[src/rtl/core/p2h_queue.sv]
// ----------------------------------------------------------------------------
// p2h_queue: two-entry queue between front and back
// Lets the front keep taking beats while the divider pipeline is stalled.
// ----------------------------------------------------------------------------
module p2h_queue #(
  parameter int W = 8
) (
  input  logic         clk,
  input  logic         rst,
  input  logic         in_valid,
  output logic         in_ready,
  input  logic [W-1:0] in_data,
  output logic         out_valid,
  input  logic         out_ready,
  output logic [W-1:0] out_data
);

  logic [W-1:0] slot [0:1];
  logic         wr_ptr;
  logic         rd_ptr;
  logic [1:0]   count;
  logic         push;
  logic         pop;

  assign in_ready  = (count != 2'd2);
  assign out_valid = (count != 2'd0);
  assign push      = in_valid && in_ready;
  assign pop       = out_valid && out_ready;
  assign out_data  = slot[rd_ptr];

  always_ff @(posedge clk) begin
    if (rst) begin
      wr_ptr <= 1'b0;
      rd_ptr <= 1'b0;
      count  <= 2'd0;
    end else begin
      if (push) wr_ptr <= ~wr_ptr;
      if (pop)  rd_ptr <= ~rd_ptr;
      count <= count + {1'b0, push} - {1'b0, pop};
    end
  end

  always_ff @(posedge clk) begin
    if (push) begin
      slot[wr_ptr] <= in_data;
    end
  end

endmodule

[config.mk]
export PLATFORM = sky130hd
export DESIGN_NAME = p2h_queue
export DESIGN_NICKNAME = d
export VERILOG_FILES = /design/src/rtl/core/p2h_queue.sv
export SDC_FILE = /design/constraint.sdc
export NUM_CORES = 1
export LEC_CHECK = 0
export ABC_AREA = 1
export BUFFER_PORTS_ARGS = -buffer_cell sky130_fd_sc_hd__buf_2
export CAP_MARGIN = 20
export CORE_UTILIZATION = 54
export DETAILED_ROUTE_END_ITERATION = 16
export PLACE_DENSITY = 0.77
export SETUP_SLACK_MARGIN = 0.4
export SLEW_MARGIN = 20
export SYNTH_ARGS = -nofsm -noshare
export SYNTH_HDL_FRONTEND = slang
export SYNTH_SLANG_ARGS = --single-unit
[constraint.sdc]
create_clock -name clk -period 3.3 [get_ports clk]
set_input_delay 0 -clock clk [delete_from_list [all_inputs] [get_ports clk]]
set_output_delay 0 -clock clk [all_outputs]
set_load 0.05 [all_outputs]
==> metrics.yaml <==
cp_max_fo: 8
crit_path_max_incr_delay_ns: 0.52
cts_inserted_buffers: 3
ys_seq_area_share_pct: 66.3
r2r-start: "count[0]"
crit_path_start_kind: "register"
dpl.hpwl_um: 820
ys_ff_latch: 21
nets: 111
crit_path_top_delay_cell: "nor2_1"
pre_cts_ws_ns: 1.72
firstDrtPassIters: 3
syn2layout_area_growth_pct: 27.6
io_pins: 22
insertion_delay_ns: 0.29
syn_area_per_cell_um2: 14.1
drv_slew: 0
routed_wl_mm: 1.19
synth_cell_type_count: 14
critical_path.startpoint: "count[0]"
rsz0062_at_grt: "false"
final_cell_mix: "buf_2, edfxtp_1, dlygate4sd3_1"
final.setup.worst_slack_ns: 1.78
routed_via_density: 4.63
endpoint_kind: "register"
status: "finished clean"
period_share_pct: 46.0
grt_pass1_vias: 518
drt-initial-drc-count: 4
cts_sinks: 21
rows: 14
grt_max_degree: 13
required_ns: 3.24
tightest_slew_ns: 0.670
clockRootBuffer: "clkbuf_4"
fin_util_pct: 74.2
fin_skew_ns: 0.00119
relSlewSlack_pct: 55.2
ant_nets: 0
ys_top_cells_by_area: "edfxtp_1, mux2_4, dfxtp_1"
peakVddDrop_uv: 607
die_w_um: 42.3
dieArea_um2: 1790
critical_path_arrival_ns: 1.46
fmax_ghz: 0.658
htree_levels: 1
busiest_layer: "met2"
drive_gt1_share_pct: 39.6
drc: 0
cts_tree: "built"
power_density_nw_per_um2: 790
layout_commonest_cell: "buf_2"
holdCritPathClass: "in -> reg"
vias: 518
fin_crit_ns: 1.52
clockBufferDepth: 2
rr_endpoint: "slot[0][2]"
grtUsageMet2_pct: 25.2
grt_pass1_wl_mm: 2.04
netlist.top_cell.by_area: "edfxtp_1"
finalHoldViolCount: 0
grt_overflow: 0
die_h_um: 42.3
synth_fp_nets: 76
port_buffers: 21
gp_congestion: 0.834
grt_antenna_before_repair: 0
maxCapViolCount: 0
finalSetupViolCount: 0
core_um2: 1510
endpoint: "slot[0][2]"
leakage_nw: 0.494
tns_ns: 0
grt_use_met3_pct: 3.88
grt_use_total_pct: 15.8
path_cells: "inv_1 -> nand2_2 -> nand2_1 -> nor2_1"
netlist_instances: 62
r2r_cells: 4
path_clk_slew_ns: 0.11
synth_top_area_share_pct: 54.9
reg2reg_slack_ns: 1.78
start_util_pct: 58.1
yosys_warnings: 0
antenna_cells: 0
wire_per_inst_um: 10.6
use_met1_pct: 19.4
cts_resized: 0
crit_type: "reg -> reg"
syn_area_um2: 876
[cells in the mapped netlist]
cell type and count:
buf_6 1, nand3_2 1, inv_1 8, a21oi_1 2, nor2_4 1, dfxtp_1 5
mux2_4 8, nand2_2 2, nor2_1 7, nand3_1 2, ha_1 2, nand2_1 6
nor2_2 1, edfxtp_1 16
[layer usage]
layer	wire, um	vias to the layer above
met1	560	223
met4	20	0
met3	41	2
li1	-	280
met5	0	-
met2	567	13
[timing repair]
item | CTS | global route
hold buffers | 10 | 0
setup buffers | 0 | 0
endpoints found under the hold margin | 19 | 0
[cell type report]
| type | count | area, um^2 |
|---|---|---|
| Clock buffer | 3 | 22.5 |
| Clock inverter | 1 | 5.00 |
| Sequential cell | 21 | 581 |
| Tap cell | 16 | 20.0 |
| Inverter | 8 | 30.0 |
| Multi-Input combinational cell | 32 | 254 |
| Timing Repair Buffer | 31 | 205 |
| Fill cell | 93 | 389 |
[flip-flops by register name, indices dropped and copies added (netlist names), named ones only]
name and count:
count 2, wr_ptr 1, slot 16, rd_ptr 1
[cell families after synthesis]
kind of cell,synth area share (%)
flops,66.3
fa+ha+maj,2.86
buf+inv,4.71
mux,13.7
compound gates,1.14
simple gates,11.3
[stage by stage]
step / power (W) / instance area [um^2] / std cells / hold slack [ns]
after floorplan: 0.000701 / 876 / 62 / 0.0712
after global routing: 0.000938 / 1120 / 112 / 0.0569
after global placement: 0.000757 / 990 / 98 / 0.170
after CTS: 0.000895 / 1120 / 112 / 0.00286
final: 0.000882 / 1120 / 112 / 0.0199
after detailed placement: 0.000763 / 990 / 98 / 0.174
[critical path, delay by kind of cell (launching register included)]
family / cells / cell delay, ns
buffers and inverters: 1 / 0.09
flip-flops: 1 / 0.39
AND/OR/NAND/NOR: 3 / 0.69
[power by group]
group | internal [W] | switching, W | leakage (nW)
combinational | 0.000129 | 0.000257 | 0.286
sequential | 0.000339 | 0.0000378 | 0.191
clock | 0.0000451 | 0.0000750 | 0.0177
total | 0.000513 | 0.000370 | 0.494
[worst min-delay path by stage]
stage | from | end | slack [ns] | depth (start not counted)
after CTS | out_ready | register | 0.003 | 4
after detailed placement | rst | count[0] | 0.17 | 2
after floorplan | rst | count[0] | 0.07 | 1
after global placement | rst | count[0] | 0.17 | 2
final | out_ready | register | 0.02 | 4
after global routing | out_ready | register | 0.06 | 4
(Power assumes the default switching activity.)
