--- src/rtl/core/p2h_pkg.sv ---
// ----------------------------------------------------------------------------
// p2h_pkg: shared constants for the point to hex cell block
// Fixed-point coefficient builders (elaboration-time only) and format widths.
// ----------------------------------------------------------------------------
package p2h_pkg;

  localparam int PointW  = 24;   // point coordinate width, 8 fraction bits
  localparam int SizeW   = 16;   // cell size width, 8 fraction bits
  localparam int CoordW  = 16;   // output cube coordinate width
  localparam int SizeMin = 256;  // 1.0 in size format

  // integer square root, elaboration only
  function automatic longint unsigned isqrt(input longint unsigned a);
    longint unsigned res;
    longint unsigned bitv;
    longint unsigned rem;
    res  = 0;
    bitv = 64'd1 << 62;
    rem  = a;
    while (bitv > rem) bitv = bitv >> 2;
    while (bitv != 0) begin
      if (rem >= res + bitv) begin
        rem = rem - (res + bitv);
        res = (res >> 1) + bitv;
      end else begin
        res = res >> 1;
      end
      bitv = bitv >> 2;
    end
    return res;
  endfunction

  // 2/3 rounded to nearest, f fraction bits
  function automatic longint unsigned coef_two_thirds(input int f);
    return ((64'd1 << (f + 2)) + 64'd3) / 64'd6;
  endfunction

  // 1/3 rounded to nearest, f fraction bits
  function automatic longint unsigned coef_one_third(input int f);
    return ((64'd1 << (f + 1)) + 64'd3) / 64'd6;
  endfunction

  // sqrt(3)/3 rounded to nearest, f fraction bits
  function automatic longint unsigned coef_sqrt3_third(input int f);
    return (isqrt((64'd1 << (2 * f + 2)) / 64'd3) + 64'd1) >> 1;
  endfunction

endpackage

--- src/rtl/core/p2h_front.sv ---
// ----------------------------------------------------------------------------
// p2h_front: point intake and coefficient products
// Two stages: three constant multiplies, then the axial numerators as
// sign and magnitude, ready for the divider.
// ----------------------------------------------------------------------------
module p2h_front #(
  parameter int F  = 18,
  parameter int MW = F + 24
) (
  input  logic                                  clk,
  input  logic                                  rst,
  input  logic                                  point_valid,
  output logic                                  point_ready,
  input  logic signed [p2h_pkg::PointW-1:0]     point_x,
  input  logic signed [p2h_pkg::PointW-1:0]     point_y,
  output logic                                  num_valid,
  input  logic                                  num_ready,
  output logic [2*MW+1:0]                       num_data
);

  localparam logic [F-1:0] C23 = F'(p2h_pkg::coef_two_thirds(F));
  localparam logic [F-1:0] C13 = F'(p2h_pkg::coef_one_third(F));
  localparam logic [F-1:0] CS3 = F'(p2h_pkg::coef_sqrt3_third(F));

  localparam int PW = F + p2h_pkg::PointW + 1;

  logic              en;
  logic              v1;
  logic              v2;
  logic signed [PW-1:0] prod_q;
  logic signed [PW-1:0] prod_yr;
  logic signed [PW-1:0] prod_xr;
  logic signed [PW:0]   diff_r;
  logic [PW:0]          abs_q;
  logic [PW:0]          abs_r;
  logic              sign_q;
  logic              sign_r;
  logic [MW-1:0]     mag_q;
  logic [MW-1:0]     mag_r;

  assign en          = !v2 || num_ready;
  assign point_ready = en;

  always_ff @(posedge clk) begin
    if (rst) begin
      v1 <= 1'b0;
      v2 <= 1'b0;
    end else if (en) begin
      v1 <= point_valid;
      v2 <= v1;
    end
  end

  always_ff @(posedge clk) begin
    if (en) begin
      prod_q  <= $signed({1'b0, C23}) * point_x;
      prod_yr <= $signed({1'b0, CS3}) * point_y;
      prod_xr <= $signed({1'b0, C13}) * point_x;
    end
  end

  always_comb begin
    diff_r = {prod_yr[PW-1], prod_yr} - {prod_xr[PW-1], prod_xr};
    abs_q  = prod_q[PW-1] ? -{prod_q[PW-1], prod_q} : {prod_q[PW-1], prod_q};
    abs_r  = diff_r[PW] ? -diff_r : diff_r;
  end

  always_ff @(posedge clk) begin
    if (en) begin
      sign_q <= prod_q[PW-1];
      sign_r <= diff_r[PW];
      mag_q  <= abs_q[MW-1:0];
      mag_r  <= abs_r[MW-1:0];
    end
  end

  assign num_valid = v2;
  assign num_data  = {sign_q, mag_q, sign_r, mag_r};

endmodule

--- config.mk ---
export PLATFORM = sky130hd
export DESIGN_NAME = p2h_front
export DESIGN_NICKNAME = d
export VERILOG_FILES = /design/src/rtl/core/p2h_pkg.sv /design/src/rtl/core/p2h_front.sv
export SDC_FILE = /design/constraint.sdc
export NUM_CORES = 2
export LEC_CHECK = 0
export ABC_AREA = 0
export BUFFER_PORTS_ARGS = -buffer_cell sky130_fd_sc_hd__buf_2
export CORE_MARGIN = 3
export CORE_UTILIZATION = 30
export DETAILED_ROUTE_END_ITERATION = 6
export GPL_ROUTABILITY_DRIVEN = 1
export SLEW_MARGIN = 10
export SYNTH_ARGS = -nofsm -noshare
export SYNTH_HDL_FRONTEND = slang
export SYNTH_SLANG_ARGS = --single-unit
--- constraint.sdc ---
create_clock -name clk -period 24.1 [get_ports clk]
set_input_delay 6.025 -clock clk [delete_from_list [all_inputs] [get_ports clk]]
set_output_delay 6.025 -clock clk [all_outputs]
set_load 0.01 [all_outputs]
==> out/summary.txt <==
Filler cells - 10900
vias - 22500
cell with the biggest individual delay on the critical path - sky130_fd_sc_hd__nand2b_4
simple-gate share of the synthesized area - 0.0726
final routed wire length divided by cell count - 15.9 um
CP Capture Type - output port
launching element type of the critical path - primary input
CTS Hold Buffers Added - 0
number of top-level pins - 140
CP Data Arrival Time - 6.65 ns
FF-to-FF Start - prod_q[0]$_DFFE_PP_
insertion delay of the later-clocked pin in the worst-skew pair - 0.56 ns
synthesized instance count - 3338
crit-path cells - buf_2 > nand2b_4 > buf_2
mean post-synth cell area - 9.59 um2
Iter 0 DRT Violations - 1381
endpoint required time on the critical path - 18.07 ns
largest net degree at the start of global routing - 74
buffers plus inverters on the worst setup path - 2
highest net fanout along the worst path - 22
most instantiated flip-flop cell in the synthesis netlist - sky130_fd_sc_hd__edfxtp_1
total number of placement rows - 119
HPWL reported at the end of detailed placement - 66600 um
leading post-synthesis cells by instance count - 1009 x sky130_fd_sc_hd__inv_1, 435 x sky130_fd_sc_hd__ha_1, 416 x sky130_fd_sc_hd__fa_1
via count of the first global-routing pass - 22500
Post-CTS Setup Inserts - 0
shortest clock period the worst path allows after layout - 12.68 ns
Min Hold Slack - 0.441 ns
starting utilization of the core area - 0.303
routability cong. - 0.918
combinational family with the most area after synthesis - adder cells
Post-synth ARST share - 0
total negative slack - 0 ns
core region area - 106000 um2
min-delay src - v1$_SDFFE_PP0P_
largest cells by area after synthesis - sky130_fd_sc_hd__fa_1 26%, sky130_fd_sc_hd__edfxtp_1 20%, sky130_fd_sc_hd__ha_1 17%
number of gates given a new drive strength after cts - 0
fraction of synthesized area in multiplexers - 0.00438
Final Worst Setup Slack - 11.42 ns
most frequently used cell type in the post-synthesis netlist - sky130_fd_sc_hd__inv_1
synthesized netlist net count - 4241
register-to-register path setup slack - 18.59 ns
H-Tree Depth - 1
nets - 4374
total area of multi-input combinational cells - 21600 um2
via-per-instance ratio - 4.61
first-pass GRT wire length - 123000 um
number of enable flip-flop cells after synthesis - 213
share of the synthesized area in compound gates (AO/OA/AOI/OAI) - 0.103
antenna violations before repair - 13
post-route fraction of the period consumed by the critical path - 0.526
Yosys cell types - 78
number of max-capacitance violations reported - 0
count of final hold-check violations - 0
DRC Markers - 0
family with the most delay on the worst path - buffers and inverters
Clk Tree Root Cell - sky130_fd_sc_hd__clkbuf_16
clock transition at the registers of the reported paths - 0.06 ns
antenna-violating nets left - 0
classification of the worst-slack hold path - reg2reg
sequential area share after synthesis - 0.201
adder-cell share of the synthesized area - 0.430
CTS tree - done
number of storage elements in the synthesis netlist - 215
library cell with the largest summed area after synthesis - sky130_fd_sc_hd__fa_1
combined flip-flop and latch cell area - 6440 um2
Tot GR Track Use - 0.141
post-synth top area share - 0.260
sum of routed wire length over all layers - 77500 um
timing startpoint of the critical path - num_ready
final clock skew - 0.0101 ns
post-placement setup slack - 11.38 ns
TritonCTS Sinks - 215
proportion of layout cells with a drive suffix above 1 - 0.0648
RSZ-0062 raised after global routing - no
Syn Std Cell Area - 32000 um2
yosys synthesis warning count - 0
xor and xnor area share after synthesis - 0.0657
1st-pass router iterations - 5
Die Height - 333 um
Worst Tran Pin Value - 0.978 ns
I/O Buffers - 139
worst stage delay on the critical path - 0.30 ns
TritonCTS Buffers - 25
Final Max Tran Viols - 0
deepest clock path buffer count - 3
achievable frequency - 0.0789 GHz
Total Die Area - 111000 um2
status - complete, no violations
Die Wd - 333 um
Setup CP Type - in2out
Remaining Overflow, GRT - 0
Syn-to-layout area delta - 9.99%
max-slew headroom at the worst pin - 0.331
critical path's most frequent cell - sky130_fd_sc_hd__buf_2
number of endpoints failing setup at the final stage - 0
==> worst register-to-register path, delay by kind of cell, from the launching register on <==
kind            cells  cell delay (ns)
simple gates        2             1.18
fa+ha+maj           2             0.65
compound gates      7             1.91
flops               1             0.53
xor+xnor            2             0.87
buf+inv             1             0.05
==> final cells by class <==
| class | count | share of cell area |
|---|---|---|
| Clock buffer | 27 | 0.0180 |
| Inverter | 1009 | 0.108 |
| Multi-Input combinational cell | 2074 | 0.614 |
| Clock inverter | 18 | 0.00601 |
| Antenna cell | 5 | 0.000355 |
| Timing Repair Buffer | 146 | 0.0213 |
| Sequential cell | 215 | 0.183 |
| Tap cell | 1391 | 0.0494 |
==> state kept, by name, indices dropped and copies added, names as in the netlist <==
signal,count
mag_q,42
mag_r,42
num_valid,1
prod_q,43
prod_xr,41
prod_yr,43
sign_q,1
sign_r,1
v1,1
==> metrics by stage <==
stage,cell area [um2],std cells,util
6_report,35200,4885,0.333
5_1_grt,35200,4881,0.333
4_1_cts,35200,4880,0.333
3_5_place_dp,34300,4835,0.325
3_3_place_gp,34300,4835,0.325
2_1_floorplan,32000,3338,-
==> final timing paths <==
path | endpoint | cells past startpoint
setup / recovery | point_ready | 3
hold / removal | num_valid$_SDFFE_PP0P_ | 2
setup reg to reg | mag_r[28]$_DFFE_PP_ | 14
hold reg to reg | num_valid$_SDFFE_PP0P_ | 2
==> metal layers <==
metal	vias up	GRT usage	wire, um
met3	61	0.0213	4560
met2	481	0.226	34800
met5	-	0	40
met1	11100	0.205	37100
met4	6	0.0207	1080
li1	10900	-	-
==> logic make-up after synthesis <==
| logic type | Yosys count |
|---|---|
| buf+inv | 1049 |
| fa+ha+maj | 851 |
| compound gates | 506 |
| simple gates | 463 |
| xor+xnor | 240 |
| flops | 215 |
| mux | 14 |
==> cell usage in the layout (no fill, tap or decap), drive strengths merged, types with 104 or more instances in the layout <==
master and instances:
inv 1012, xnor2 180, nand2 123, buf 146, edfxtp 213, a21oi 161
o21ai 104, fa 416, nor2 108, ha 435
Power is left out: the tool's default activity adds up to more than one toggle a clock period on the data nets, which glitch-free logic cannot reach.
